**config.mk**
```make
export PLATFORM = sky130hd
export DESIGN_NAME = rgb_to_hsl_converter
export DESIGN_NICKNAME = d
export VERILOG_FILES = /design/src/rgbhsl_pkg.sv /design/src/rgb_to_hsl_converter.sv /design/src/rgbhsl_div.sv /design/src/rgbhsl_prep.sv
export SDC_FILE = /design/constraint.sdc
export NUM_CORES = 2
export LEC_CHECK = 0
export ABC_AREA = 1
export BUFFER_PORTS_ARGS = -buffer_cell sky130_fd_sc_hd__buf_2
export CORE_MARGIN = 2
export CORE_UTILIZATION = 39
export DETAILED_ROUTE_END_ITERATION = 8
export PLACE_DENSITY = 0.51
export SYNTH_ARGS = -nofsm -noshare
export SYNTH_HDL_FRONTEND = slang
export SYNTH_SLANG_ARGS = --single-unit
```
**constraint.sdc**
```tcl
create_clock -name clk -period 6.7 [get_ports clk]
set_clock_uncertainty 0.05 [all_clocks]
set_input_delay 0.335 -clock clk [delete_from_list [all_inputs] [get_ports clk]]
set_output_delay 0.335 -clock clk [all_outputs]
set_load 0.02 [all_outputs]
```
**src/rgbhsl_pkg.sv**
```systemverilog
// ----------------------------------------------------------------------------
// RGB to HSL package
// Shared types and constants of the RGB to HSL converter.
// ----------------------------------------------------------------------------
package rgbhsl_pkg;

	localparam int CHANNEL_BITS_DEF  = 8;
	localparam int HUE_FRAC_BITS_DEF = 6;
	localparam int HUE_W = 15;
	localparam int FRAC_W = 16;

	typedef struct packed {
		logic [7:0] red;
		logic [7:0] green;
		logic [7:0] blue;
	} pixel_t;

	typedef struct packed {
		logic [HUE_W-1:0]  hue;
		logic [FRAC_W-1:0] saturation;
		logic [FRAC_W-1:0] lightness;
	} hsl_t;

	typedef enum logic [1:0] {
		SECT_RED   = 2'd0,
		SECT_GREEN = 2'd1,
		SECT_BLUE  = 2'd2
	} sector_t;

endpackage

```
**src/rgb_to_hsl_converter.sv**
```systemverilog
// ----------------------------------------------------------------------------
// RGB to HSL converter
// Pipelined pixel conversion: front end, two bit-serial divider pipelines,
// hue wrap, lightness by reciprocal multiply and output register.
// ----------------------------------------------------------------------------
//  channel | signals                     | transfer
//  input   | start, busy, pixel          | start high and busy low
//  output  | done, hsl                   | done high, one cycle, no stall
//
//  One pixel per cycle. Two front-end stages, then the dividers at one quotient
//  bit per stage (more stages when the hue needs more than 17 quotient bits),
//  then the output stage. Lightness rides along with the saturation divider.
//  busy stays low; the output cannot be held, so nothing ever stalls.
//  Reset clears the valid bits only.
module rgb_to_hsl_converter #(
	parameter int CHANNEL_BITS  = rgbhsl_pkg::CHANNEL_BITS_DEF,
	parameter int HUE_FRAC_BITS = rgbhsl_pkg::HUE_FRAC_BITS_DEF
) (
	input  logic               clk,
	input  logic               arst_n,
	input  logic               start,
	output logic               busy,
	input  rgbhsl_pkg::pixel_t pixel,
	output logic               done,
	output rgbhsl_pkg::hsl_t   hsl
);

	localparam int CB   = CHANNEL_BITS;
	localparam int HN_W = CB + HUE_FRAC_BITS + 12;
	localparam int HQ_W = HUE_FRAC_BITS + 10;
	localparam logic [HQ_W-1:0] HUE_FULL = HQ_W'(360 << HUE_FRAC_BITS);
	localparam int DQ   = (HQ_W > 17) ? HQ_W : 17;

	// lightness = floor((sum*LIG_MUL + 2^(LIG_K-1)) >> LIG_K), exact for every sum
	localparam int LIG_K = 2 * CB + 3;
	localparam int LM_W  = CB + 19;
	localparam int P_W   = 2 * CB + 20;
	localparam longint LIG_D = 2 * ((longint'(1) << CB) - 1);
	localparam longint LIG_N = (longint'(1) << LIG_K) * 65535;
	localparam logic [LM_W-1:0] LIG_MUL  = LM_W'((LIG_N + LIG_D - 1) / LIG_D);
	localparam logic [P_W-1:0]  LIG_HALF = P_W'(longint'(1) << (LIG_K - 1));

	logic              p_valid, p_grey;
	logic [CB:0]       lig_sum;
	logic [CB+16:0]    sat_num;
	logic [CB+1:0]     sat_den;
	logic [HN_W-1:0]   hue_num;
	logic [CB-1:0]     hue_den;

	assign busy = 1'b0;

	rgbhsl_prep #(.CHANNEL_BITS(CB), .HUE_FRAC_BITS(HUE_FRAC_BITS)) u_prep (
		.clk(clk), .arst_n(arst_n), .in_valid(start), .pixel(pixel),
		.out_valid(p_valid), .grey(p_grey), .lig_sum(lig_sum),
		.sat_num(sat_num), .sat_den(sat_den), .hue_num(hue_num), .hue_den(hue_den)
	);

	logic            s_v, h_v, g_d;
	logic [DQ-1:0]   s_q;
	logic [DQ-1:0]   h_q;
	logic [CB+1:0]   t_s;

	rgbhsl_div #(.NUM_W(CB+17), .DEN_W(CB+1), .Q_W(DQ), .TAG_W(CB+2)) u_sat (
		.clk(clk), .arst_n(arst_n), .in_valid(p_valid), .num(sat_num),
		.den(sat_den[CB:0]), .tag_in({p_grey, lig_sum}), .out_valid(s_v), .quo(s_q),
		.tag_out(t_s)
	);

	rgbhsl_div #(.NUM_W(HN_W), .DEN_W(CB), .Q_W(DQ), .TAG_W(1)) u_hue (
		.clk(clk), .arst_n(arst_n), .in_valid(p_valid), .num(hue_num),
		.den(hue_den), .tag_in(p_grey), .out_valid(h_v), .quo(h_q), .tag_out(g_d)
	);

	logic [HQ_W-1:0] hq;
	always_comb begin
		hq = h_q[HQ_W-1:0];
		if (hq >= HUE_FULL) hq = hq - HUE_FULL;
	end

	logic [P_W-1:0] lig_prod;
	always_comb begin
		lig_prod = P_W'(t_s[CB:0]) * P_W'(LIG_MUL) + LIG_HALF;
	end

	always_ff @(posedge clk or negedge arst_n) begin
		if (!arst_n) begin
			done <= 1'b0;
		end else begin
			done <= h_v & s_v;
		end
	end

	// grey pixels drop hue and saturation to zero
	always_ff @(posedge clk) begin
		hsl.hue        <= g_d ? '0 : rgbhsl_pkg::HUE_W'(hq);
		hsl.saturation <= t_s[CB+1] ? '0 : s_q[15:0];
		hsl.lightness  <= lig_prod[LIG_K+15:LIG_K];
	end

endmodule

```
**src/rgbhsl_div.sv**
```systemverilog
// ----------------------------------------------------------------------------
// RGB to HSL pipelined divider
// Rounded unsigned division, one quotient bit per stage, one item per cycle.
// Gives round(num/den) as floor((2*num + den) / (2*den)).
// ----------------------------------------------------------------------------
module rgbhsl_div #(
	parameter int NUM_W = 32,
	parameter int DEN_W = 16,
	parameter int Q_W   = 16,
	parameter int TAG_W = 1
) (
	input  logic             clk,
	input  logic             arst_n,
	input  logic             in_valid,
	input  logic [NUM_W-1:0] num,
	input  logic [DEN_W-1:0] den,
	input  logic [TAG_W-1:0] tag_in,
	output logic             out_valid,
	output logic [Q_W-1:0]   quo,
	output logic [TAG_W-1:0] tag_out
);

	localparam int N_W = NUM_W + 2;
	localparam int D_W = DEN_W + 1;
	localparam int R_W = D_W + 1;

	logic             v_q   [0:Q_W];
	logic [N_W-1:0]   n_q   [0:Q_W];
	logic [D_W-1:0]   d_q   [0:Q_W];
	logic [R_W-1:0]   r_q   [0:Q_W];
	logic [Q_W-1:0]   q_q   [0:Q_W];
	logic [TAG_W-1:0] t_q   [0:Q_W];

	always_comb begin
		v_q[0] = in_valid;
		n_q[0] = ({2'b0, num} << 1) + {{(N_W-DEN_W){1'b0}}, den};
		d_q[0] = {den, 1'b0};
		r_q[0] = '0;
		q_q[0] = '0;
		t_q[0] = tag_in;
	end

	// restoring division, low Q_W quotient bits; higher bits are known zero
	for (genvar i = 0; i < Q_W; i++) begin : g_stage
		logic [R_W-1:0] trial;
		logic [R_W-1:0] diff;
		logic           bitin;
		always_comb begin
			if (N_W - Q_W + i >= 0)
				bitin = n_q[i][Q_W-1-i];
			else
				bitin = 1'b0;
		end
		// remainder carries the top numerator bits on entry
		always_comb begin
			if (i == 0)
				trial = R_W'(n_q[0] >> Q_W);
			else
				trial = {r_q[i][R_W-2:0], bitin};
			if (i == 0)
				trial = {trial[R_W-2:0], bitin};
			diff = trial - {1'b0, d_q[i]};
		end
		always_ff @(posedge clk or negedge arst_n) begin
			if (!arst_n) begin
				v_q[i+1] <= 1'b0;
			end else begin
				v_q[i+1] <= v_q[i];
			end
		end
		always_ff @(posedge clk) begin
			n_q[i+1] <= n_q[i];
			d_q[i+1] <= d_q[i];
			t_q[i+1] <= t_q[i];
			if (trial >= {1'b0, d_q[i]}) begin
				r_q[i+1] <= diff;
				q_q[i+1] <= {q_q[i][Q_W-2:0], 1'b1};
			end else begin
				r_q[i+1] <= trial;
				q_q[i+1] <= {q_q[i][Q_W-2:0], 1'b0};
			end
		end
	end

	assign out_valid = v_q[Q_W];
	assign quo       = q_q[Q_W];
	assign tag_out   = t_q[Q_W];

endmodule

```
**src/rgbhsl_prep.sv**
```systemverilog
// ----------------------------------------------------------------------------
// RGB to HSL front end
// Two registered stages: max, min and sector, then dividends and divisors.
// ----------------------------------------------------------------------------
module rgbhsl_prep #(
	parameter int CHANNEL_BITS  = rgbhsl_pkg::CHANNEL_BITS_DEF,
	parameter int HUE_FRAC_BITS = rgbhsl_pkg::HUE_FRAC_BITS_DEF
) (
	input  logic                 clk,
	input  logic                 arst_n,
	input  logic                 in_valid,
	input  rgbhsl_pkg::pixel_t   pixel,
	output logic                 out_valid,
	output logic                 grey,
	output logic [CHANNEL_BITS:0]    lig_sum,
	output logic [CHANNEL_BITS+16:0] sat_num,
	output logic [CHANNEL_BITS+1:0]  sat_den,
	output logic [CHANNEL_BITS+HUE_FRAC_BITS+11:0] hue_num,
	output logic [CHANNEL_BITS-1:0]  hue_den
);

	localparam int CB = CHANNEL_BITS;
	localparam int PB = 8;
	localparam int HN_W = CB + HUE_FRAC_BITS + 12;
	localparam logic [CB:0] FS = (CB+1)'((1 << CB) - 1);

	logic [CB-1:0] r, g, b;
	logic [CB-1:0] mx, mn;
	rgbhsl_pkg::sector_t sect;

	always_comb begin
		r = CB'({{(CB > PB ? CB-PB : 1){1'b0}}, pixel.red});
		g = CB'({{(CB > PB ? CB-PB : 1){1'b0}}, pixel.green});
		b = CB'({{(CB > PB ? CB-PB : 1){1'b0}}, pixel.blue});
		mx = r;
		if (g > mx) mx = g;
		if (b > mx) mx = b;
		mn = r;
		if (g < mn) mn = g;
		if (b < mn) mn = b;
		if (mx == r)      sect = rgbhsl_pkg::SECT_RED;
		else if (mx == g) sect = rgbhsl_pkg::SECT_GREEN;
		else              sect = rgbhsl_pkg::SECT_BLUE;
	end

	logic                v_s1;
	logic [CB-1:0]       r_s1, g_s1, b_s1, mx_s1, mn_s1;
	rgbhsl_pkg::sector_t sect_s1;

	always_ff @(posedge clk or negedge arst_n) begin
		if (!arst_n) begin
			v_s1 <= 1'b0;
		end else begin
			v_s1 <= in_valid;
		end
	end

	always_ff @(posedge clk) begin
		r_s1 <= r; g_s1 <= g; b_s1 <= b;
		mx_s1 <= mx; mn_s1 <= mn; sect_s1 <= sect;
	end

	logic [CB:0]   sum, den;
	logic [CB-1:0] delta;
	logic [CB+3:0] num;

	always_comb begin
		sum   = {1'b0, mx_s1} + {1'b0, mn_s1};
		delta = mx_s1 - mn_s1;
		den   = (sum < FS) ? sum : ((FS << 1) - sum);
		case (sect_s1)
			rgbhsl_pkg::SECT_RED: begin
				if (g_s1 >= b_s1)
					num = (CB+4)'(g_s1) - (CB+4)'(b_s1);
				else
					num = (CB+4)'(6 * (CB+4)'(delta)
						- ((CB+4)'(b_s1) - (CB+4)'(g_s1)));
			end
			rgbhsl_pkg::SECT_GREEN:
				num = (CB+4)'(2 * (CB+4)'(delta) + (CB+4)'(b_s1) - (CB+4)'(r_s1));
			default:
				num = (CB+4)'(4 * (CB+4)'(delta) + (CB+4)'(r_s1) - (CB+4)'(g_s1));
		endcase
	end

	always_ff @(posedge clk or negedge arst_n) begin
		if (!arst_n) begin
			out_valid <= 1'b0;
		end else begin
			out_valid <= v_s1;
		end
	end

	// x*65535 = (x<<16) - x; hue unit is 60 shifted, i.e. (x<<6)-(x<<2)
	always_ff @(posedge clk) begin
		grey    <= (delta == '0);
		lig_sum <= sum;
		sat_num <= ((CB+17)'(delta) << 16) - (CB+17)'(delta);
		sat_den <= (CB+2)'(den);
		hue_num <= (((HN_W)'(num) << 6) - ((HN_W)'(num) << 2)) << HUE_FRAC_BITS;
		hue_den <= delta;
	end

endmodule

```
==> flow_summary_export.csv <==
group,metric,value,unit
routing,drt-total-wl,88800,um
synthesis,synth_common_cells,"1280 x dfxtp_1, 680 x inv_1, 515 x nand2_1, 485 x a21oi_1, 445 x nor2_1",
synthesis,yosys.area.top_type_share,53.4,%
synthesis,ys.flop_type,"dfxtp_1",
setup_path,path_buf_inv,7,
global_route,grt_usage,14.4,%
clocking,cts_resized,0,
global_route,antenna_found_initial,1,
routing,routedWlPerCell,13.0,um
setup_path,start_kind,"flip-flop",
sta,fin_crit,5.61,ns
final_layout,n_antenna_cell,0,
synthesis,synth-edff-count,0,
placement,numPortBuffers,74,
synthesis,seq_area_frac_synth,54.5,%
global_route,grt_pass1_wl,148000,um
final_layout,drive_gt1_share,8.43,%
setup_path,crit_start,"u_prep.mx_s1[0]$_DFF_P_",
setup_path,worstReg2RegStart,"u_prep.mx_s1[0]$_DFF_P_",
clocking,cts_buffers,139,
clocking,h-tree-depth,4,
routing,vias,30495,
routing,ant_nets,0,
die,die_y,355,um
sta,drv_slew,0,
sta,rsz0062_at_grt,"no",
setup_path,cp_slowest_cell,"fa_1",
clocking,cts_tree,"done",
sta,setup_viol,0,
setup_path,cp_max_fo,8,
die,initial_core_util,39.4,%
clocking,cts.path.max_buffers,3,
die,num_io_pins,76,
setup_path,crit_required,7.29,ns
setup_path,cp_top_family,"adder cells",
final_layout,nNetsFinal,5569,
routing,initialDrtViolationCount,1361,
synthesis,syn_area,48000,um^2
synthesis,synthCells,4887,
clocking,cts_root_buf,"clkbuf_16",
hold_path,hold_path.startpoint,"start",
final_layout,areaGrowthSynthToFinish,15.1,%
sta,worst_slew_pin_slew,0.853,ns
synthesis,synthArstFlopShare,1.54,%
synthesis,ys_ff_latch,1300,
synthesis,syn_avg_cell_area,9.82,um^2
setup_path,crit_path_max_incr_delay,0.44,ns
synthesis,synth_largest_area_cell,"dfxtp_1",
routing,dr.pass1.iters,5,
sta,clock.fmax,178,MHz
synthesis,synth_warnings,0,
sta,fin_setup_tns,0,ns
global_route,grt_max_degree,32,
synthesis,synthTopCellsByArea,"dfxtp_1 53%, ha_1 11%, inv_1 5.3%, a21oi_1 5.1%, nand2_1 4.0%",
final_layout,fillers,11498,
placement,hpwlAfterDp,67500,um
setup_path,criticalPathCategory,"flip-flop to flip-flop",
setup_path,crit_path_end_kind,"flip-flop",
hold_path,hold_class,"input port to flip-flop",
setup_path,cp_common_cell,"inv_1",
routing,drc,0,
die,coreArea,122000,um^2
flow_run,drv_cap,0,
global_route,grt_pass1_vias,30396,
setup_path,arrival,6.20,ns
sta,fin_crit_sh,83.7,%
routing,via_per_inst,4.47,
global_route,grt-ovfl-total,0,
sta,holdWs,0.182,ns
placement,gp_congestion,0.891,
clocking,path_clk_slew,0.06,ns
die,die_w,355,um
sta,finalHoldViolCount,0,
die,die_area,126000,um^2
clocking,cts_sinks,1300,
clocking,clock_latency,0.76,ns
sta,relSlewSlack,43.1,%
synthesis,yosysMostFrequentCell,"dfxtp_1",
synthesis,synth_cell_types,66,
die,rows,128,
run_status,status,"completed",
## layout make-up
class	count	area (um^2)	share of cell area, %
inverter	694	2610	4.72
tap	1625	2030	3.68
timing repair buffer	103	656	1.19
sequential	1300	26100	47.3
multi-input combinational	2847	19000	34.4
clock buffer	188	3890	7.05
clock inverter	63	906	1.64
## repair_timing
item                                   CTS  global route
endpoints found under the hold margin   61             0
setup buffers                            0             0
hold buffers                            27             0
## per-layer routing
metal / part of all wire, % / global-route usage (%) / vias to the layer above
li1: - / - / 16158
met1: 45 / 17.2 / 13742
met2: 48 / 25.2 / 417
met3: 3.5 / 2.81 / 178
met4: 3.2 / 5.94 / 0
met5: 0 / 0 / -
## cells in the final DEF (no fill, tap or decap), types with 6 or more instances in the layout
master / synthesis / final
dfxtp_1: 1280 / 1279
inv_1: 680 / 680
nand2_1: 515 / 515
a21oi_1: 485 / 485
nor2_1: 445 / 445
ha_1: 414 / 414
xor2_1: 216 / 216
o21ai_0: 163 / 163
clkbuf_16: 0 / 140
nand3_1: 105 / 105
xnor2_1: 101 / 101
buf_2: 19 / 74
nor3_1: 46 / 46
fa_1: 43 / 43
o21bai_1: 32 / 32
nand2_2: 31 / 31
nand4_1: 29 / 29
clkbuf_1: 18 / 27
dlygate4sd3_1: 0 / 27
nand3_2: 25 / 25
a21o_1: 25 / 25
a211oi_1: 24 / 24
clkbuf_8: 0 / 21
clkinv_2: 0 / 20
dfrtp_1: 20 / 20
o211ai_1: 18 / 18
nor4_1: 17 / 17
o21ai_1: 13 / 13
clkinvlp_4: 0 / 13
inv_2: 11 / 11
bufinv_16: 0 / 11
nand2_4: 10 / 10
o21ai_2: 10 / 10
clkinv_16: 0 / 8
a21oi_2: 7 / 7
o21a_1: 7 / 7
a21oi_4: 6 / 6
or2_2: 6 / 6
## per-stage QoR
step	util, %	setup WS (ns)	std cells	cell area (um^2)
global placement	41.1	1.16	6542	50100
global route	45.3	0.472	6820	55200
detailed placement	41.1	1.05	6542	50100
floorplan	-	1.65	4888	48000
finish	45.3	1.09	6820	55200
CTS	45.3	1.05	6820	55200
## worst paths after layout
| path | cells past startpoint | endpoint | slack [ns] |
|---|---|---|---|
| setup / recovery | 31 | u_prep.hue_num[22]$_DFF_P_ | 1.09 |
| hold / removal | 2 | u_prep.v_s1$_DFF_PN0_ | 0.18 |
| setup reg to reg | 31 | u_prep.hue_num[22]$_DFF_P_ | 1.09 |
| hold reg to reg | 0 | u_sat.t_q[162]$_DFF_P_ | 0.24 |
| max in group asynchronous | 3 | done$_DFF_PN0_ | 5.38 |
| min in group asynchronous | 3 | u_hue.v_q[16]$_DFF_PN0_ | 0.70 |
## cell families after synthesis
group / Yosys count / share of synthesized area, %
AO/OA/AOI/OAI: 814 / 9.60
XOR/XNOR: 320 / 5.91
adder cells (fa/ha/maj): 457 / 12.6
buffers and inverters: 741 / 5.99
flip-flops: 1300 / 54.5
multiplexers: 3 / 0.0704
other: 1 / 0.00782
AND/OR/NAND/NOR: 1251 / 11.4
## sequential cells by signal, summed over array words and instances (netlist names), 23 cells and up
register	flops
u_sat.d_q	128
u_sat.g_stage.trial	160
u_sat.t_q	129
u_hue.n_q	50
u_sat.n_q	113
u_sat.q_q	120
u_hue.q_q	120
u_hue.d_q	83
u_hue.g_stage.trial	143
u_prep.sat_num	23
hsl	47
Power is left out: the tool's default activity adds up to more than one toggle a clock period on the data nets, which glitch-free logic cannot reach.
